## src/sv/cdwg_pkg.sv

```systemverilog
// ----------------------------------------------------------------------------
// cdwg_pkg
// Shared types and constants of the drift-compensated wakeup guard.
// ----------------------------------------------------------------------------
package cdwg_pkg;

    localparam int MUL_A_W   = 32;
    localparam int MUL_B_W   = 20;
    localparam int PROD_W    = MUL_A_W + MUL_B_W;
    localparam int MUL_CNT_W = $clog2(MUL_B_W);
    localparam int DIV_N_W   = PROD_W;
    localparam int DIV_D_W   = 32;
    localparam int DIV_CNT_W = $clog2(DIV_N_W);
    localparam int DRIFT_W   = 17;
    localparam int UNC_W     = 20;
    localparam int GUARD_W   = 43;

    localparam logic [MUL_B_W-1:0] PPM_SCALE      = 20'd1000000;
    localparam logic [16:0]        DRIFT_LIMIT    = 17'd50000;
    localparam logic [31:0]        MIN_SLEEP_MS   = 32'd5000;
    localparam logic [31:0]        SLEEP_FLOOR_MS = 32'd1000;
    localparam logic [7:0]         RANK_INVALID   = 8'd255;
    localparam logic [7:0]         COUNT_MAX      = 8'd255;
    localparam logic [7:0]         MAX_DOUBLINGS  = 8'd8;

    localparam logic [2:0] CFG_INIT_UNC    = 3'd0;
    localparam logic [2:0] CFG_UNC_FLOOR   = 3'd1;
    localparam logic [2:0] CFG_HOP_JITTER  = 3'd2;
    localparam logic [2:0] CFG_GUARD_FLOOR = 3'd3;
    localparam logic [2:0] CFG_GUARD_CEIL  = 3'd4;

    typedef enum logic [1:0] {
        ST_NONE    = 2'd0,
        ST_OK      = 2'd1,
        ST_SHORT   = 2'd2,
        ST_OUTLIER = 2'd3
    } t_status;

    typedef enum logic [3:0] {
        S_IDLE, S_CHK, S_SMUL, S_SDIV, S_CORR, S_CMUL, S_CDIV,
        S_GUARD, S_GMUL, S_GDIV, S_DBL, S_FIN
    } t_state;

endpackage

```

## src/sv/cdwg_in_if.sv

```systemverilog
// ----------------------------------------------------------------------------
// cdwg_in_if
// Wake event channel: valid/ready plus the event word.
// ----------------------------------------------------------------------------
interface cdwg_in_if;
    logic               valid;
    logic               ready;
    logic               sample_present;
    logic signed [31:0] timing_error_ms;
    logic        [31:0] measured_sleep_ms;
    logic        [31:0] planned_sleep_ms;
    logic        [7:0]  hop_rank;
    logic        [7:0]  missed_beacons;

    modport source (output valid, sample_present, timing_error_ms, measured_sleep_ms,
                    planned_sleep_ms, hop_rank, missed_beacons, input ready);
    modport sink   (input valid, sample_present, timing_error_ms, measured_sleep_ms,
                    planned_sleep_ms, hop_rank, missed_beacons, output ready);
endinterface

```

## src/sv/cdwg_out_if.sv

```systemverilog
// ----------------------------------------------------------------------------
// cdwg_out_if
// Result channel: valid/ready plus the result word.
// ----------------------------------------------------------------------------
interface cdwg_out_if;
    logic        valid;
    logic        ready;
    logic [31:0] corrected_sleep;
    logic [19:0] drift_uncertainty;
    logic [31:0] listen_guard;
    logic [1:0]  sample_status;

    modport source (output valid, corrected_sleep, drift_uncertainty, listen_guard,
                    sample_status, input ready);
    modport sink   (input valid, corrected_sleep, drift_uncertainty, listen_guard,
                    sample_status, output ready);
endinterface

```

## src/sv/cdwg_mul.sv

```systemverilog
// ----------------------------------------------------------------------------
// cdwg_mul
// Bit-serial shift-add multiplier, one multiplier bit per cycle, MSB first.
// ----------------------------------------------------------------------------
module cdwg_mul (
    input  logic                           i_clk,
    input  logic                           i_rst_n,
    input  logic                           i_start,
    input  logic [cdwg_pkg::MUL_A_W-1:0]   i_a,
    input  logic [cdwg_pkg::MUL_B_W-1:0]   i_b,
    output logic                           o_done,
    output logic [cdwg_pkg::PROD_W-1:0]    o_prod
);
    import cdwg_pkg::*;

    logic                 r_busy;
    logic                 r_done;
    logic [MUL_CNT_W-1:0] r_cnt;
    logic [MUL_A_W-1:0]   r_a;
    logic [MUL_B_W-1:0]   r_b;
    logic [PROD_W-1:0]    r_acc;

    always_ff @(posedge i_clk) begin
        if (!i_rst_n) begin
            r_busy <= 1'b0;
            r_done <= 1'b0;
            r_cnt  <= '0;
        end else begin
            r_done <= 1'b0;
            if (i_start) begin
                r_busy <= 1'b1;
                r_cnt  <= MUL_CNT_W'(MUL_B_W - 1);
            end else if (r_busy) begin
                r_cnt <= r_cnt - 1'b1;
                if (r_cnt == '0) begin
                    r_busy <= 1'b0;
                    r_done <= 1'b1;
                end
            end
        end
    end

    always_ff @(posedge i_clk) begin
        if (i_start) begin
            r_a   <= i_a;
            r_b   <= i_b;
            r_acc <= '0;
        end else if (r_busy) begin
            r_acc <= {r_acc[PROD_W-2:0], 1'b0}
                   + (r_b[MUL_B_W-1] ? PROD_W'(r_a) : '0);
            r_b   <= {r_b[MUL_B_W-2:0], 1'b0};
        end
    end

    assign o_done = r_done;
    assign o_prod = r_acc;

endmodule

```

## src/sv/cdwg_div.sv

```systemverilog
// ----------------------------------------------------------------------------
// cdwg_div
// Restoring radix-2 unsigned divider, one quotient bit per cycle.
// ----------------------------------------------------------------------------
module cdwg_div (
    input  logic                           i_clk,
    input  logic                           i_rst_n,
    input  logic                           i_start,
    input  logic [cdwg_pkg::DIV_N_W-1:0]   i_dividend,
    input  logic [cdwg_pkg::DIV_D_W-1:0]   i_divisor,
    output logic                           o_done,
    output logic [cdwg_pkg::DIV_N_W-1:0]   o_quot
);
    import cdwg_pkg::*;

    logic                 r_busy;
    logic                 r_done;
    logic [DIV_CNT_W-1:0] r_cnt;
    logic [DIV_D_W-1:0]   r_d;
    logic [DIV_D_W-1:0]   r_rem;
    logic [DIV_N_W-1:0]   r_q;
    logic [DIV_D_W:0]     trial;
    logic                 q_bit;

    assign trial = {r_rem, r_q[DIV_N_W-1]};
    assign q_bit = (trial >= {1'b0, r_d});

    always_ff @(posedge i_clk) begin
        if (!i_rst_n) begin
            r_busy <= 1'b0;
            r_done <= 1'b0;
            r_cnt  <= '0;
        end else begin
            r_done <= 1'b0;
            if (i_start) begin
                r_busy <= 1'b1;
                r_cnt  <= DIV_CNT_W'(DIV_N_W - 1);
            end else if (r_busy) begin
                r_cnt <= r_cnt - 1'b1;
                if (r_cnt == '0) begin
                    r_busy <= 1'b0;
                    r_done <= 1'b1;
                end
            end
        end
    end

    always_ff @(posedge i_clk) begin
        if (i_start) begin
            r_d   <= i_divisor;
            r_rem <= '0;
            r_q   <= i_dividend;
        end else if (r_busy) begin
            r_rem <= q_bit ? DIV_D_W'(trial - {1'b0, r_d}) : trial[DIV_D_W-1:0];
            r_q   <= {r_q[DIV_N_W-2:0], q_bit};
        end
    end

    assign o_done = r_done;
    assign o_quot = r_q;

endmodule

```

## src/sv/clock_drift_wakeup_guard.sv

```systemverilog
// ----------------------------------------------------------------------------
// clock_drift_wakeup_guard
// Drift estimate, corrected sleep and listen guard per wake event.
//
//  channel | dir | handshake   | word
//  i_in    | in  | valid/ready | sample, error, measured, planned, rank, misses
//  o_out   | out | valid/ready | corrected sleep, uncertainty, guard, status
//  i_cfg_* | in  | write enable| register index and data
//
//  An event runs the serial multiplier and divider once per product/quotient:
//  for the drift sample if one is usable, for the corrected sleep once
//  calibrated and for the guard always, plus up to 8 doublings.
//  One event at a time; the next is taken once the result sits in the output
//  register. Reset is synchronous and clears state to uncalibrated.
// ----------------------------------------------------------------------------
module clock_drift_wakeup_guard (
    input  logic        i_clk,
    input  logic        i_rst_n,
    cdwg_in_if.sink     i_in,
    cdwg_out_if.source  o_out,
    input  logic        i_cfg_we,
    input  logic [2:0]  i_cfg_idx,
    input  logic [31:0] i_cfg_data
);
    import cdwg_pkg::*;

    t_state r_state, n_state;

    logic [UNC_W-1:0] r_init_unc, r_unc_floor;
    logic [15:0]      r_jitter;
    logic [31:0]      r_gfloor, r_gceil;

    logic signed [DRIFT_W-1:0] r_drift;
    logic [7:0]                r_count;

    logic               r_present;
    logic [31:0]        r_err;
    logic [31:0]        r_slept;
    logic [31:0]        r_planned;
    logic [7:0]         r_rank;
    logic [3:0]         r_dbl;
    t_status            r_status;
    logic [31:0]        r_corr;
    logic [UNC_W-1:0]   r_unc;
    logic [GUARD_W-1:0] r_g;

    logic               r_out_valid;
    logic [31:0]        r_out_corr;
    logic [UNC_W-1:0]   r_out_unc;
    logic [31:0]        r_out_guard;
    t_status            r_out_status;

    logic                mul_start, mul_done, div_start, div_done;
    logic [MUL_A_W-1:0]  mul_a;
    logic [MUL_B_W-1:0]  mul_b;
    logic [PROD_W-1:0]   mul_prod;
    logic [DIV_D_W-1:0]  div_divisor;
    logic [DIV_N_W-1:0]  div_quot;
    logic                out_load;
    logic                sample_ok;

    logic [31:0]         err_mag;
    logic [DRIFT_W-1:0]  drift_mag;
    logic [UNC_W-1:0]    unc_now;
    logic                outlier;
    logic [DRIFT_W-1:0]  s_mag;
    logic [18:0]         s3;
    logic signed [18:0]  s_term, est_raw;
    logic signed [DRIFT_W-1:0] est;
    logic [33:0]         adj;
    logic [31:0]         corr_val;
    logic [GUARD_W-1:0]  g_init, g_dbl, g_fl;
    logic [23:0]         hop_add;
    logic [31:0]         guard_val;

    cdwg_mul u_mul (
        .i_clk   (i_clk),
        .i_rst_n (i_rst_n),
        .i_start (mul_start),
        .i_a     (mul_a),
        .i_b     (mul_b),
        .o_done  (mul_done),
        .o_prod  (mul_prod)
    );

    cdwg_div u_div (
        .i_clk      (i_clk),
        .i_rst_n    (i_rst_n),
        .i_start    (div_start),
        .i_dividend (mul_prod),
        .i_divisor  (div_divisor),
        .o_done     (div_done),
        .o_quot     (div_quot)
    );

    // datapath terms
    assign err_mag   = r_err[31] ? 32'(-r_err) : r_err;
    assign drift_mag = r_drift[DRIFT_W-1] ? DRIFT_W'(-r_drift) : DRIFT_W'(r_drift);
    assign unc_now   = (r_count == '0) ? r_init_unc
                     : ((UNC_W'(drift_mag) > r_unc_floor) ? UNC_W'(drift_mag) : r_unc_floor);
    assign sample_ok = r_present && (r_slept >= MIN_SLEEP_MS);

    assign outlier = (div_quot > DIV_N_W'(DRIFT_LIMIT));
    assign s_mag   = div_quot[DRIFT_W-1:0];
    assign s3      = {2'b00, s_mag} + {1'b0, s_mag, 1'b0};
    assign s_term  = (r_count == '0)
                   ? (r_err[31] ? -$signed({2'b00, s_mag}) : $signed({2'b00, s_mag}))
                   : (r_err[31] ? -$signed({2'b00, s3[18:2]}) : $signed({2'b00, s3[18:2]}));
    assign est_raw = ((r_count == '0) ? 19'sd0 : 19'(r_drift)) + s_term;
    always_comb begin
        if (est_raw > $signed({2'b00, DRIFT_LIMIT}))
            est = $signed(DRIFT_LIMIT);
        else if (est_raw < -$signed({2'b00, DRIFT_LIMIT}))
            est = -$signed(DRIFT_LIMIT);
        else
            est = est_raw[DRIFT_W-1:0];
    end

    assign adj = r_drift[DRIFT_W-1] ? ({2'b00, r_planned} - {1'b0, div_quot[32:0]})
                                    : ({2'b00, r_planned} + {1'b0, div_quot[32:0]});
    always_comb begin
        if (adj < 34'(SLEEP_FLOOR_MS))
            corr_val = SLEEP_FLOOR_MS;
        else if (adj[33:32] != 2'b00)
            corr_val = '1;
        else
            corr_val = adj[31:0];
    end

    assign hop_add = (r_rank != RANK_INVALID) ? (24'(r_rank) * 24'(r_jitter)) : '0;
    assign g_init  = GUARD_W'(div_quot[32:0]) + GUARD_W'(hop_add);
    assign g_dbl   = {r_g[GUARD_W-2:0], 1'b0};
    assign g_fl    = (r_g < GUARD_W'(r_gfloor)) ? GUARD_W'(r_gfloor) : r_g;
    assign guard_val = (g_fl > GUARD_W'(r_gceil)) ? r_gceil : g_fl[31:0];

    // next state
    always_comb begin
        n_state = r_state;
        case (r_state)
            S_IDLE:  if (i_in.valid) n_state = S_CHK;
            S_CHK:   n_state = sample_ok ? S_SMUL : S_CORR;
            S_SMUL:  if (mul_done) n_state = S_SDIV;
            S_SDIV:  if (div_done) n_state = S_CORR;
            S_CORR:  n_state = (r_count == '0) ? S_GUARD : S_CMUL;
            S_CMUL:  if (mul_done) n_state = S_CDIV;
            S_CDIV:  if (div_done) n_state = S_GUARD;
            S_GUARD: n_state = S_GMUL;
            S_GMUL:  if (mul_done) n_state = S_GDIV;
            S_GDIV:  if (div_done) n_state = S_DBL;
            S_DBL:   if (r_dbl == '0) n_state = S_FIN;
            S_FIN:   if (!r_out_valid || o_out.ready) n_state = S_IDLE;
            default: n_state = S_IDLE;
        endcase
    end

    // outputs
    always_comb begin
        i_in.ready  = (r_state == S_IDLE);
        mul_start   = 1'b0;
        mul_a       = r_planned;
        mul_b       = unc_now;
        div_start   = mul_done;
        div_divisor = (r_state == S_SMUL) ? r_slept : DIV_D_W'(PPM_SCALE);
        out_load    = 1'b0;
        case (r_state)
            S_CHK: begin
                mul_start = sample_ok;
                mul_a     = err_mag;
                mul_b     = PPM_SCALE;
            end
            S_CORR: begin
                mul_start = (r_count != '0);
                mul_b     = MUL_B_W'(drift_mag);
            end
            S_GUARD: mul_start = 1'b1;
            S_FIN:   out_load  = !r_out_valid || o_out.ready;
            default: ;
        endcase
    end

    always_ff @(posedge i_clk) begin
        if (!i_rst_n) begin
            r_state     <= S_IDLE;
            r_init_unc  <= 20'd20000;
            r_unc_floor <= 20'd20;
            r_jitter    <= 16'd50;
            r_gfloor    <= 32'd20;
            r_gceil     <= 32'd2000;
            r_drift     <= '0;
            r_count     <= '0;
            r_out_valid <= 1'b0;
        end else begin
            r_state <= n_state;
            if (i_cfg_we) begin
                case (i_cfg_idx)
                    CFG_INIT_UNC:    r_init_unc  <= i_cfg_data[UNC_W-1:0];
                    CFG_UNC_FLOOR:   r_unc_floor <= i_cfg_data[UNC_W-1:0];
                    CFG_HOP_JITTER:  r_jitter    <= i_cfg_data[15:0];
                    CFG_GUARD_FLOOR: r_gfloor    <= i_cfg_data;
                    CFG_GUARD_CEIL:  r_gceil     <= i_cfg_data;
                    default: ;
                endcase
            end
            if (r_state == S_SDIV && div_done && !outlier) begin
                r_drift <= est;
                if (r_count != COUNT_MAX) r_count <= r_count + 1'b1;
            end
            if (out_load)
                r_out_valid <= 1'b1;
            else if (o_out.ready)
                r_out_valid <= 1'b0;
        end
    end

    always_ff @(posedge i_clk) begin
        if (r_state == S_IDLE && i_in.valid) begin
            r_present <= i_in.sample_present;
            r_err     <= i_in.timing_error_ms;
            r_slept   <= i_in.measured_sleep_ms;
            r_planned <= i_in.planned_sleep_ms;
            r_rank    <= i_in.hop_rank;
            r_dbl     <= (i_in.missed_beacons > MAX_DOUBLINGS) ? MAX_DOUBLINGS[3:0]
                                                               : i_in.missed_beacons[3:0];
        end
        if (r_state == S_CHK)
            r_status <= !r_present ? ST_NONE : (sample_ok ? ST_OK : ST_SHORT);
        if (r_state == S_SDIV && div_done && outlier)
            r_status <= ST_OUTLIER;
        if (r_state == S_CORR && r_count == '0)
            r_corr <= r_planned;
        if (r_state == S_CDIV && div_done)
            r_corr <= corr_val;
        if (r_state == S_GUARD)
            r_unc <= unc_now;
        if (r_state == S_GDIV && div_done)
            r_g <= g_init;
        if (r_state == S_DBL && r_dbl != '0) begin
            r_g   <= g_dbl;
            r_dbl <= (g_dbl >= GUARD_W'(r_gceil)) ? 4'd0 : r_dbl - 1'b1;
        end
        if (out_load) begin
            r_out_corr   <= r_corr;
            r_out_unc    <= r_unc;
            r_out_guard  <= guard_val;
            r_out_status <= r_status;
        end
    end

    assign o_out.valid             = r_out_valid;
    assign o_out.corrected_sleep   = r_out_corr;
    assign o_out.drift_uncertainty = r_out_unc;
    assign o_out.listen_guard      = r_out_guard;
    assign o_out.sample_status     = r_out_status;

    a_drift_range: assert property (@(posedge i_clk) disable iff (!i_rst_n)
        (r_drift <= $signed(DRIFT_LIMIT)) && (r_drift >= -$signed(DRIFT_LIMIT)))
        else $error("drift estimate out of range");

    a_uncal_zero: assert property (@(posedge i_clk) disable iff (!i_rst_n)
        (r_count == '0) |-> (r_drift == '0))
        else $error("drift set without accepted sample");

    a_mul_phase: assert property (@(posedge i_clk) disable iff (!i_rst_n)
        mul_done |-> (r_state == S_SMUL || r_state == S_CMUL || r_state == S_GMUL))
        else $error("multiplier done outside a multiply phase");

    a_div_phase: assert property (@(posedge i_clk) disable iff (!i_rst_n)
        div_done |-> (r_state == S_SDIV || r_state == S_CDIV || r_state == S_GDIV))
        else $error("divider done outside a divide phase");

endmodule

```

## src/flat_wrapper.sv

```systemverilog
// flat-port wrapper written by rule: the top's interface ports become plain ports
module clock_drift_wakeup_guard_flat import cdwg_pkg::*;
  (i_clk, i_rst_n, i_cfg_we, i_cfg_idx, i_cfg_data, i_in_valid, i_in_sample_present, i_in_timing_error_ms, i_in_measured_sleep_ms, i_in_planned_sleep_ms, i_in_hop_rank, i_in_missed_beacons, i_in_ready, o_out_valid, o_out_corrected_sleep, o_out_drift_uncertainty, o_out_listen_guard, o_out_sample_status, o_out_ready);
  cdwg_in_if i_in_i ();
  cdwg_out_if o_out_i ();
  input  logic i_clk;
  input  logic i_rst_n;
  input  logic i_cfg_we;
  input  logic [2:0] i_cfg_idx;
  input  logic [31:0] i_cfg_data;
  input wire logic [$bits(i_in_i.valid)-1:0] i_in_valid;
  input wire logic [$bits(i_in_i.sample_present)-1:0] i_in_sample_present;
  input wire logic [$bits(i_in_i.timing_error_ms)-1:0] i_in_timing_error_ms;
  input wire logic [$bits(i_in_i.measured_sleep_ms)-1:0] i_in_measured_sleep_ms;
  input wire logic [$bits(i_in_i.planned_sleep_ms)-1:0] i_in_planned_sleep_ms;
  input wire logic [$bits(i_in_i.hop_rank)-1:0] i_in_hop_rank;
  input wire logic [$bits(i_in_i.missed_beacons)-1:0] i_in_missed_beacons;
  output wire logic [$bits(i_in_i.ready)-1:0] i_in_ready;
  output wire logic [$bits(o_out_i.valid)-1:0] o_out_valid;
  output wire logic [$bits(o_out_i.corrected_sleep)-1:0] o_out_corrected_sleep;
  output wire logic [$bits(o_out_i.drift_uncertainty)-1:0] o_out_drift_uncertainty;
  output wire logic [$bits(o_out_i.listen_guard)-1:0] o_out_listen_guard;
  output wire logic [$bits(o_out_i.sample_status)-1:0] o_out_sample_status;
  input wire logic [$bits(o_out_i.ready)-1:0] o_out_ready;
  assign i_in_i.valid = i_in_valid;
  assign i_in_i.sample_present = i_in_sample_present;
  assign i_in_i.timing_error_ms = i_in_timing_error_ms;
  assign i_in_i.measured_sleep_ms = i_in_measured_sleep_ms;
  assign i_in_i.planned_sleep_ms = i_in_planned_sleep_ms;
  assign i_in_i.hop_rank = i_in_hop_rank;
  assign i_in_i.missed_beacons = i_in_missed_beacons;
  assign i_in_ready = i_in_i.ready;
  assign o_out_valid = o_out_i.valid;
  assign o_out_corrected_sleep = o_out_i.corrected_sleep;
  assign o_out_drift_uncertainty = o_out_i.drift_uncertainty;
  assign o_out_listen_guard = o_out_i.listen_guard;
  assign o_out_sample_status = o_out_i.sample_status;
  assign o_out_i.ready = o_out_ready;
  clock_drift_wakeup_guard u_core (.i_clk(i_clk), .i_rst_n(i_rst_n), .i_in(i_in_i), .o_out(o_out_i), .i_cfg_we(i_cfg_we), .i_cfg_idx(i_cfg_idx), .i_cfg_data(i_cfg_data));
endmodule
```

## config.mk

```make
export PLATFORM = sky130hd
export DESIGN_NAME = clock_drift_wakeup_guard_flat
export DESIGN_NICKNAME = d
export VERILOG_FILES = /design/src/sv/cdwg_pkg.sv /design/src/sv/cdwg_in_if.sv /design/src/sv/cdwg_out_if.sv /design/src/sv/cdwg_mul.sv /design/src/sv/cdwg_div.sv /design/src/sv/clock_drift_wakeup_guard.sv /design/src/flat_wrapper.sv
export SDC_FILE = /design/constraint.sdc
export NUM_CORES = 2
export LEC_CHECK = 0
export BUFFER_PORTS_ARGS = -buffer_cell sky130_fd_sc_hd__buf_4
export CAP_MARGIN = 5
export CORE_MARGIN = 2
export CORE_UTILIZATION = 55
export DETAILED_ROUTE_END_ITERATION = 12
export GPL_TIMING_DRIVEN = 1
export HOLD_SLACK_MARGIN = 0.12
export PLACE_DENSITY_LB_ADDON = 0.2
export SYNTH_ARGS = -nofsm -noshare
export SYNTH_HDL_FRONTEND = slang
export SYNTH_SLANG_ARGS = --single-unit
```

## constraint.sdc

```tcl
create_clock -name i_clk -period 8.1 [get_ports i_clk]
set_input_delay 1.62 -clock i_clk [delete_from_list [all_inputs] [get_ports i_clk]]
set_output_delay 1.62 -clock i_clk [all_outputs]
set_load 0.05 [all_outputs]
```

-- Yosys cells after proc, flatten, opt, wreduce, memory -nomap -nowiden
Cells that the tools add are included.
- bits of input ports: 153
- flip-flop bits (word level): 677
- output and inout bits: 88
- logic and storage cells: 194
- bitwise gates (word level): 3
- $mul: 1
- reduce and logical (&&, ||, !) cells: 38
- magnitude comparators: 11
- add/sub/neg operators: 15
- muxes and demuxes: 62
- equality and inequality tests: 26
- operators by type and width (cell ; count):
    $mux 32 ; 9
    $mux 43 ; 3
    $mux 52 ; 2
    $mux 20 ; 4
    $mux 19 ; 4
    $add 52x32->52 ; 1
    $gt 52x16->1 const B ; 1
    $mux 4 ; 13
    $mux 17 ; 3
    $pmux 4 s12 ; 1
    $ge 43x32->1 ; 1
    $gt 43x32->1 ; 1
    $lt 43x32->1 ; 1
    $pmux 20 s2 ; 1
    $neg 17->19 ; 2
    $add 32x33->34 ; 1
    $add 33x24->34 ; 1
    $lt 34x10->1 const B ; 1
    $mux 34 ; 1
    $sub 32x33->34 ; 1
    $ge 33x32->1 ; 1
    $ge 32x13->1 const B ; 1
    $neg 32->32 ; 1
    $sub 32x32->32 ; 1
    other kinds (45) ; 100

-- Depth between registers and ports, before layout
- depth in word-level cells: 8
- mapped depth: 36
- gate-level depth less buffers: 35

-- Cells and area by module
Synthesis repeated with hierarchy kept, for this count alone.
- cell total of the unflattened synthesis: 4753
- area total of the unflattened synthesis: 45252.2 µm²
- modules (own cells, without submodules) (module ; seq. area each (µm²) ; cells each ; instances ; area each (µm²)):
    clock_drift_wakeup_guard ; 11741.3 ; 3520 ; 1 ; 32478.6
    cdwg_div ; 3323.2 ; 616 ; 1 ; 6675.2
    cdwg_mul ; 2742.6 ; 617 ; 1 ; 6098.3

-- Worst setup path before layout
No wires, ideal clock.
- kind: flip-flop to flip-flop
- start: register u_core.r_rank[7]
- end: register u_core.r_g[30] (data pin)
- clock period less this slack: 7.289 ns
- arrival: 7.033 ns
- path buffers: 2
- setup time: 0.256 ns
- cell stages (with the launch flop): 31
- setup slack: 0.811 ns
- required time: 7.844 ns
- cells stage by stage: edfxtp_1 > clkbuf_1 > nand2_1 > fa_1 > fa_1 > inv_1 > fa_1 > inv_1 > fa_1 > inv_1 > ha_1 > a21o_1 > a21o_1 > a21oi_1 > o21ai_0 > o41ai_1 > o21bai_1 > a21oi_1 > xor2_1 > nor2_1 > ha_1 > a21o_1 > a21o_1 > a21o_1 > a221o_1 > a2111oi_0 > or3_1 > clkbuf_1 > nor3b_1 > xor2_1 > a22o_1
- longest elaborated chain between the ends: 5
- elaborated cells between the ends (all ways): 6
- those cells by class: 1 x add/sub; 1 x mul; 1 x eq/ne; 3 x mux
- RTL lines (what ; RTL line ; source):
    start, declared ; clock_drift_wakeup_guard.sv:40 ; logic [7:0] r_rank;
    start signal, assigned ; clock_drift_wakeup_guard.sv:221 ; r_rank <= i_in.hop_rank;
    $mul 8x16->24 / $ne 8x8->1 (equally long branches) ; clock_drift_wakeup_guard.sv:130 ; assign hop_add = (r_rank != RANK_INVALID) ? (24'(r_rank) * 24'(r_jitter)) : '0;
    $mux 24 (*) ; clock_drift_wakeup_guard.sv:130 ;
    $add 33x24->34 (*) ; clock_drift_wakeup_guard.sv:131 ; assign g_init = GUARD_W'(div_quot[32:0]) + GUARD_W'(hop_add);
    $mux 43 (*) ; clock_drift_wakeup_guard.sv:235 ; if (r_state == S_GDIV && div_done)
    $mux 43 (*) ; clock_drift_wakeup_guard.sv:237 ; if (r_state == S_DBL && r_dbl != '0) begin
    end signal, assigned ; clock_drift_wakeup_guard.sv:236 ; r_g <= g_init;
    end signal, assigned ; clock_drift_wakeup_guard.sv:238 ; r_g <= g_dbl;
    end, declared ; clock_drift_wakeup_guard.sv:45 ; logic [GUARD_W-1:0] r_g;
Every way passes the cells marked *; elsewhere a longest branch is shown, timed or not. The select of a mux whose other input is x is not followed.
A chain may end at the register's enable or synchronous reset.

-- Worst setup path in the final report
- start: register u_core.r_rank[3]
- end: register u_core.r_g[32] (data pin)
Same word-level chain as after synthesis.

==> flow_summary.ini <==
[place]
detailed_place_hpwl_um = 89320
placed_instance_area_um2 = 46950
placed_cells = 5836
pre_cts_ws_ps = 517.4
io_buffers = 240
place_congestion = 0.9373

[grt]
grt_first_pass_wirelength_um = 185100
grt_most_used_layer = met2
initial_antenna_violation_count = 0
maximum_number_of_pins_on_one_net_before_global_route_repair = 107
groute.layer.met2.usage = 0.4614
globalRouteOverflowTotal = 0
first_global_vias = 33447
grt.met3_usage = 0.03257
use_met1 = 0.3797
grt_use_total = 0.2838

[floorplan]
die_width_um = 287.7
core.rowCount = 104
io-pin-count = 241
die_h_um = 287.7
core_region_area_um2 = 80160
design.die.area_um2 = 82790
initial_utilization = 0.5524

[sta]
finalMaxSlewViolations = 0
rsz0062_at_grt = no
timing.final.setup_violations = 0
timing.final.ws_setup_ps = 585.6
worst_clock_skew_ps = 25.28
worstMarginPinSlew_ps = 1266
setup_total_negative_slack_ps = 0
final_worst_path_cycle_share = 0.9277
timing.hold.ws_ps = 408.7
timing.slew.headroom = 0.1455
min_period_ps = 7514
finalHoldViolCount = 0
fmax_ghz = 0.1331

[logic_synthesis]
synth_top_cell_by_area = edfxtp_1
synthTopCellsByArea = edfxtp_1, dfxtp_1, ha_1
yosys.area_share.simple = 0.1691
ys_seq_elements = 677
synth-compound-area-share = 0.1670
synth_seq_area_share = 0.4022
synth_top_area_share = 0.2882
main_combinational_cell_family_by_area_after_synthesis = simple AND/OR/NAND/NOR gates
synthDistinctLibCells = 96
async_reset_ff_frac = 0
synth.avg_cell_area_um2 = 9.397
post_synth_instance_area_um2 = 44280
synth_xor_area_frac = 0.05103
synthTopCellsByCount = nand2_1, edfxtp_1, a21oi_1
yosys-mux-area-fraction = 0.02874
synthesis.yosys.warnings = 0
synth_adder_area_share = 0.1368
synth-main-ff-cell = edfxtp_1
postSynthNetCount = 5295
synth_cells = 4712
number_of_flops_mapped_to_enable_cells_by_yosys = 425
synthMostInstantiatedCell = nand2_1

[critical_path]
crit_path_start = u_core.r_rank[3]
crit_path_end_kind = flop
worstReg2RegStart = u_core.r_rank[3]
setup.worst_path.start_class = flop
path_depth = 29
crit_path_top_delay_cell = fa_1
worst_stage_delay_on_the_critical_path_ps = 560
timing_worst_setup_path_type = reg -> reg
r2r_cells = 29
wp_data_required_ps = 8470
cp_data_arrival_time_ps = 7880
crit_path_frequent_cell = a21o_1
critPathMaxFanout = 6
path_delay_family = compound AO/OA/AOI/OAI gates
combined_buffer_and_inverter_count_along_the_critical_path = 3

[routing]
route.detailed.drc = 0
detail_route.iter0.violations = 2648
vias_per_cell = 5.931
vias = 35478
drt_pass1_iterations = 6
post_drt_wl_per_cell_um = 19.98
antenna_violating_nets_post_route = 0
postRouteWirelength_um = 119500

[clock_tree]
cts-hold-fix-buffers = 0
clock_tree.root_cell = clkbuf_16
numCtsBuffers = 76
htreeDepth = 3
cts_tree = built
cts-root-to-sink-buffers = 3
clk-insertion-delay-late_ps = 640
clk_pin_slew_ps = 60
cts_sinks = 677

[power_and_ir_drop]
p_leak_nw = 20.01
vdd_ir_drop_max_mv = 0.3296
power-per-cell-area_nw_per_um2 = 281.5
power.total_mw = 13.92

[worst_hold_path]
hold_class = reg -> reg
min-delay-start = u_core.r_corr[10]
cell_depth_of_the_worst_min_delay_path = 0

[finish]
final_design_area_no_fill_um2 = 49440
layout.nets = 5444
layoutNonFillerInstCount = 5982
drive_gt1_frac = 0.1059
antenna_cells_inserted = 0
area_growth_pct = 11.66
final_core_util = 0.6168
fill_cells = 6859

[outcome]
status = complete, no violations

[flow_run]
maxCapViolations = 0
## worst reg2reg max path: cells and delay by family (launching register included)
kind	cells	cell delay, ps
flops	1	490
buf+inv	3	190
fa+ha+maj	6	2640
simple gates	4	660
compound gates	14	2990
xor+xnor	2	300
## cells by family (layout without fill, tap and decap cells)
group | Yosys count | after routing
fa+ha+maj | 430 | 430
xor+xnor | 258 | 258
flops | 677 | 677
buf+inv | 527 | 737
mux | 119 | 119
simple gates | 1568 | 1568
compound gates | 1133 | 1133
## worst paths after layout
path                                      end  slack (ps)
max reg2reg                    u_core.r_g[32]         590
max                            u_core.r_g[32]         590
min          u_core.o_out.corrected_sleep[10]         410
min reg2reg  u_core.o_out.corrected_sleep[10]         410
## layout make-up
type                    count  area, µm²  area share
inverters                 308       1159     0.02343
clock inverters            35      371.6    0.007516
well taps                1060       1326     0.02683
clock buffers             104       2069     0.04186
repair buffers            290       2177     0.04404
flip-flops and latches    677      17810      0.3603
multi-input cells        3508      24520      0.4960
## what timing repair did
action                                  CTS  global route
buffers inserted                          0             7
endpoints found under the setup margin    0             8
resized for setup                         0             1
## layer usage
metal  wire length (µm)  share of wire
met5                  0              0
met4               5992          0.050
met3               7264          0.061
met2              55250           0.46
met1              50980           0.43
## registers in the layout (all words and copies together) (netlist names), 8 cells and up
| register | count |
|---|---|
| u_core.r_gceil | 32 |
| u_core.r_planned | 32 |
| u_core.r_err | 32 |
| u_core.r_unc_floor | 20 |
| u_core.o_out.drift_uncertainty | 20 |
| u_core.r_unc | 20 |
| u_core.u_mul.o_prod | 52 |
| u_core.u_div.r_d | 32 |
| u_core.r_g | 43 |
| u_core.r_corr | 32 |
| u_core.o_out.corrected_sleep | 32 |
| u_core.r_count | 8 |
| u_core.r_init_unc | 20 |
| u_core.r_rank | 8 |
| u_core.r_slept | 32 |
| u_core.u_mul.r_a | 32 |
| u_core.u_mul.r_b | 20 |
| u_core.u_div.o_quot | 52 |
| u_core.o_out.listen_guard | 32 |
| u_core.r_drift | 17 |
| u_core.u_div.r_rem | 32 |
| u_core.r_jitter | 16 |
| u_core.r_gfloor | 32 |
## cells in the final DEF (no fill, tap or decap), types with 62 or more instances in the layout
cell type	instances
nand2_1	602
edfxtp_1	425
a21oi_1	359
ha_1	340
inv_1	305
nor2_1	296
buf_4	290
dfxtp_1	249
o21ai_0	213
and2_1	154
xnor2_1	139
xor2_1	119
nand3_1	100
a21o_1	98
fa_1	90
clkbuf_16	78
and3_1	73
mux2_2	65
nand2b_1	62
## report_power, final
part | leakage, nW | total [mW] | switching (mW) | internal [mW]
logic | 12.8 | 5.57 | 3.28 | 2.29
clock network | 1.18 | 3.42 | 1.43 | 1.99
registers | 5.99 | 4.93 | 0.546 | 4.38
No activity file was read; power rests on OpenSTA's default activity.
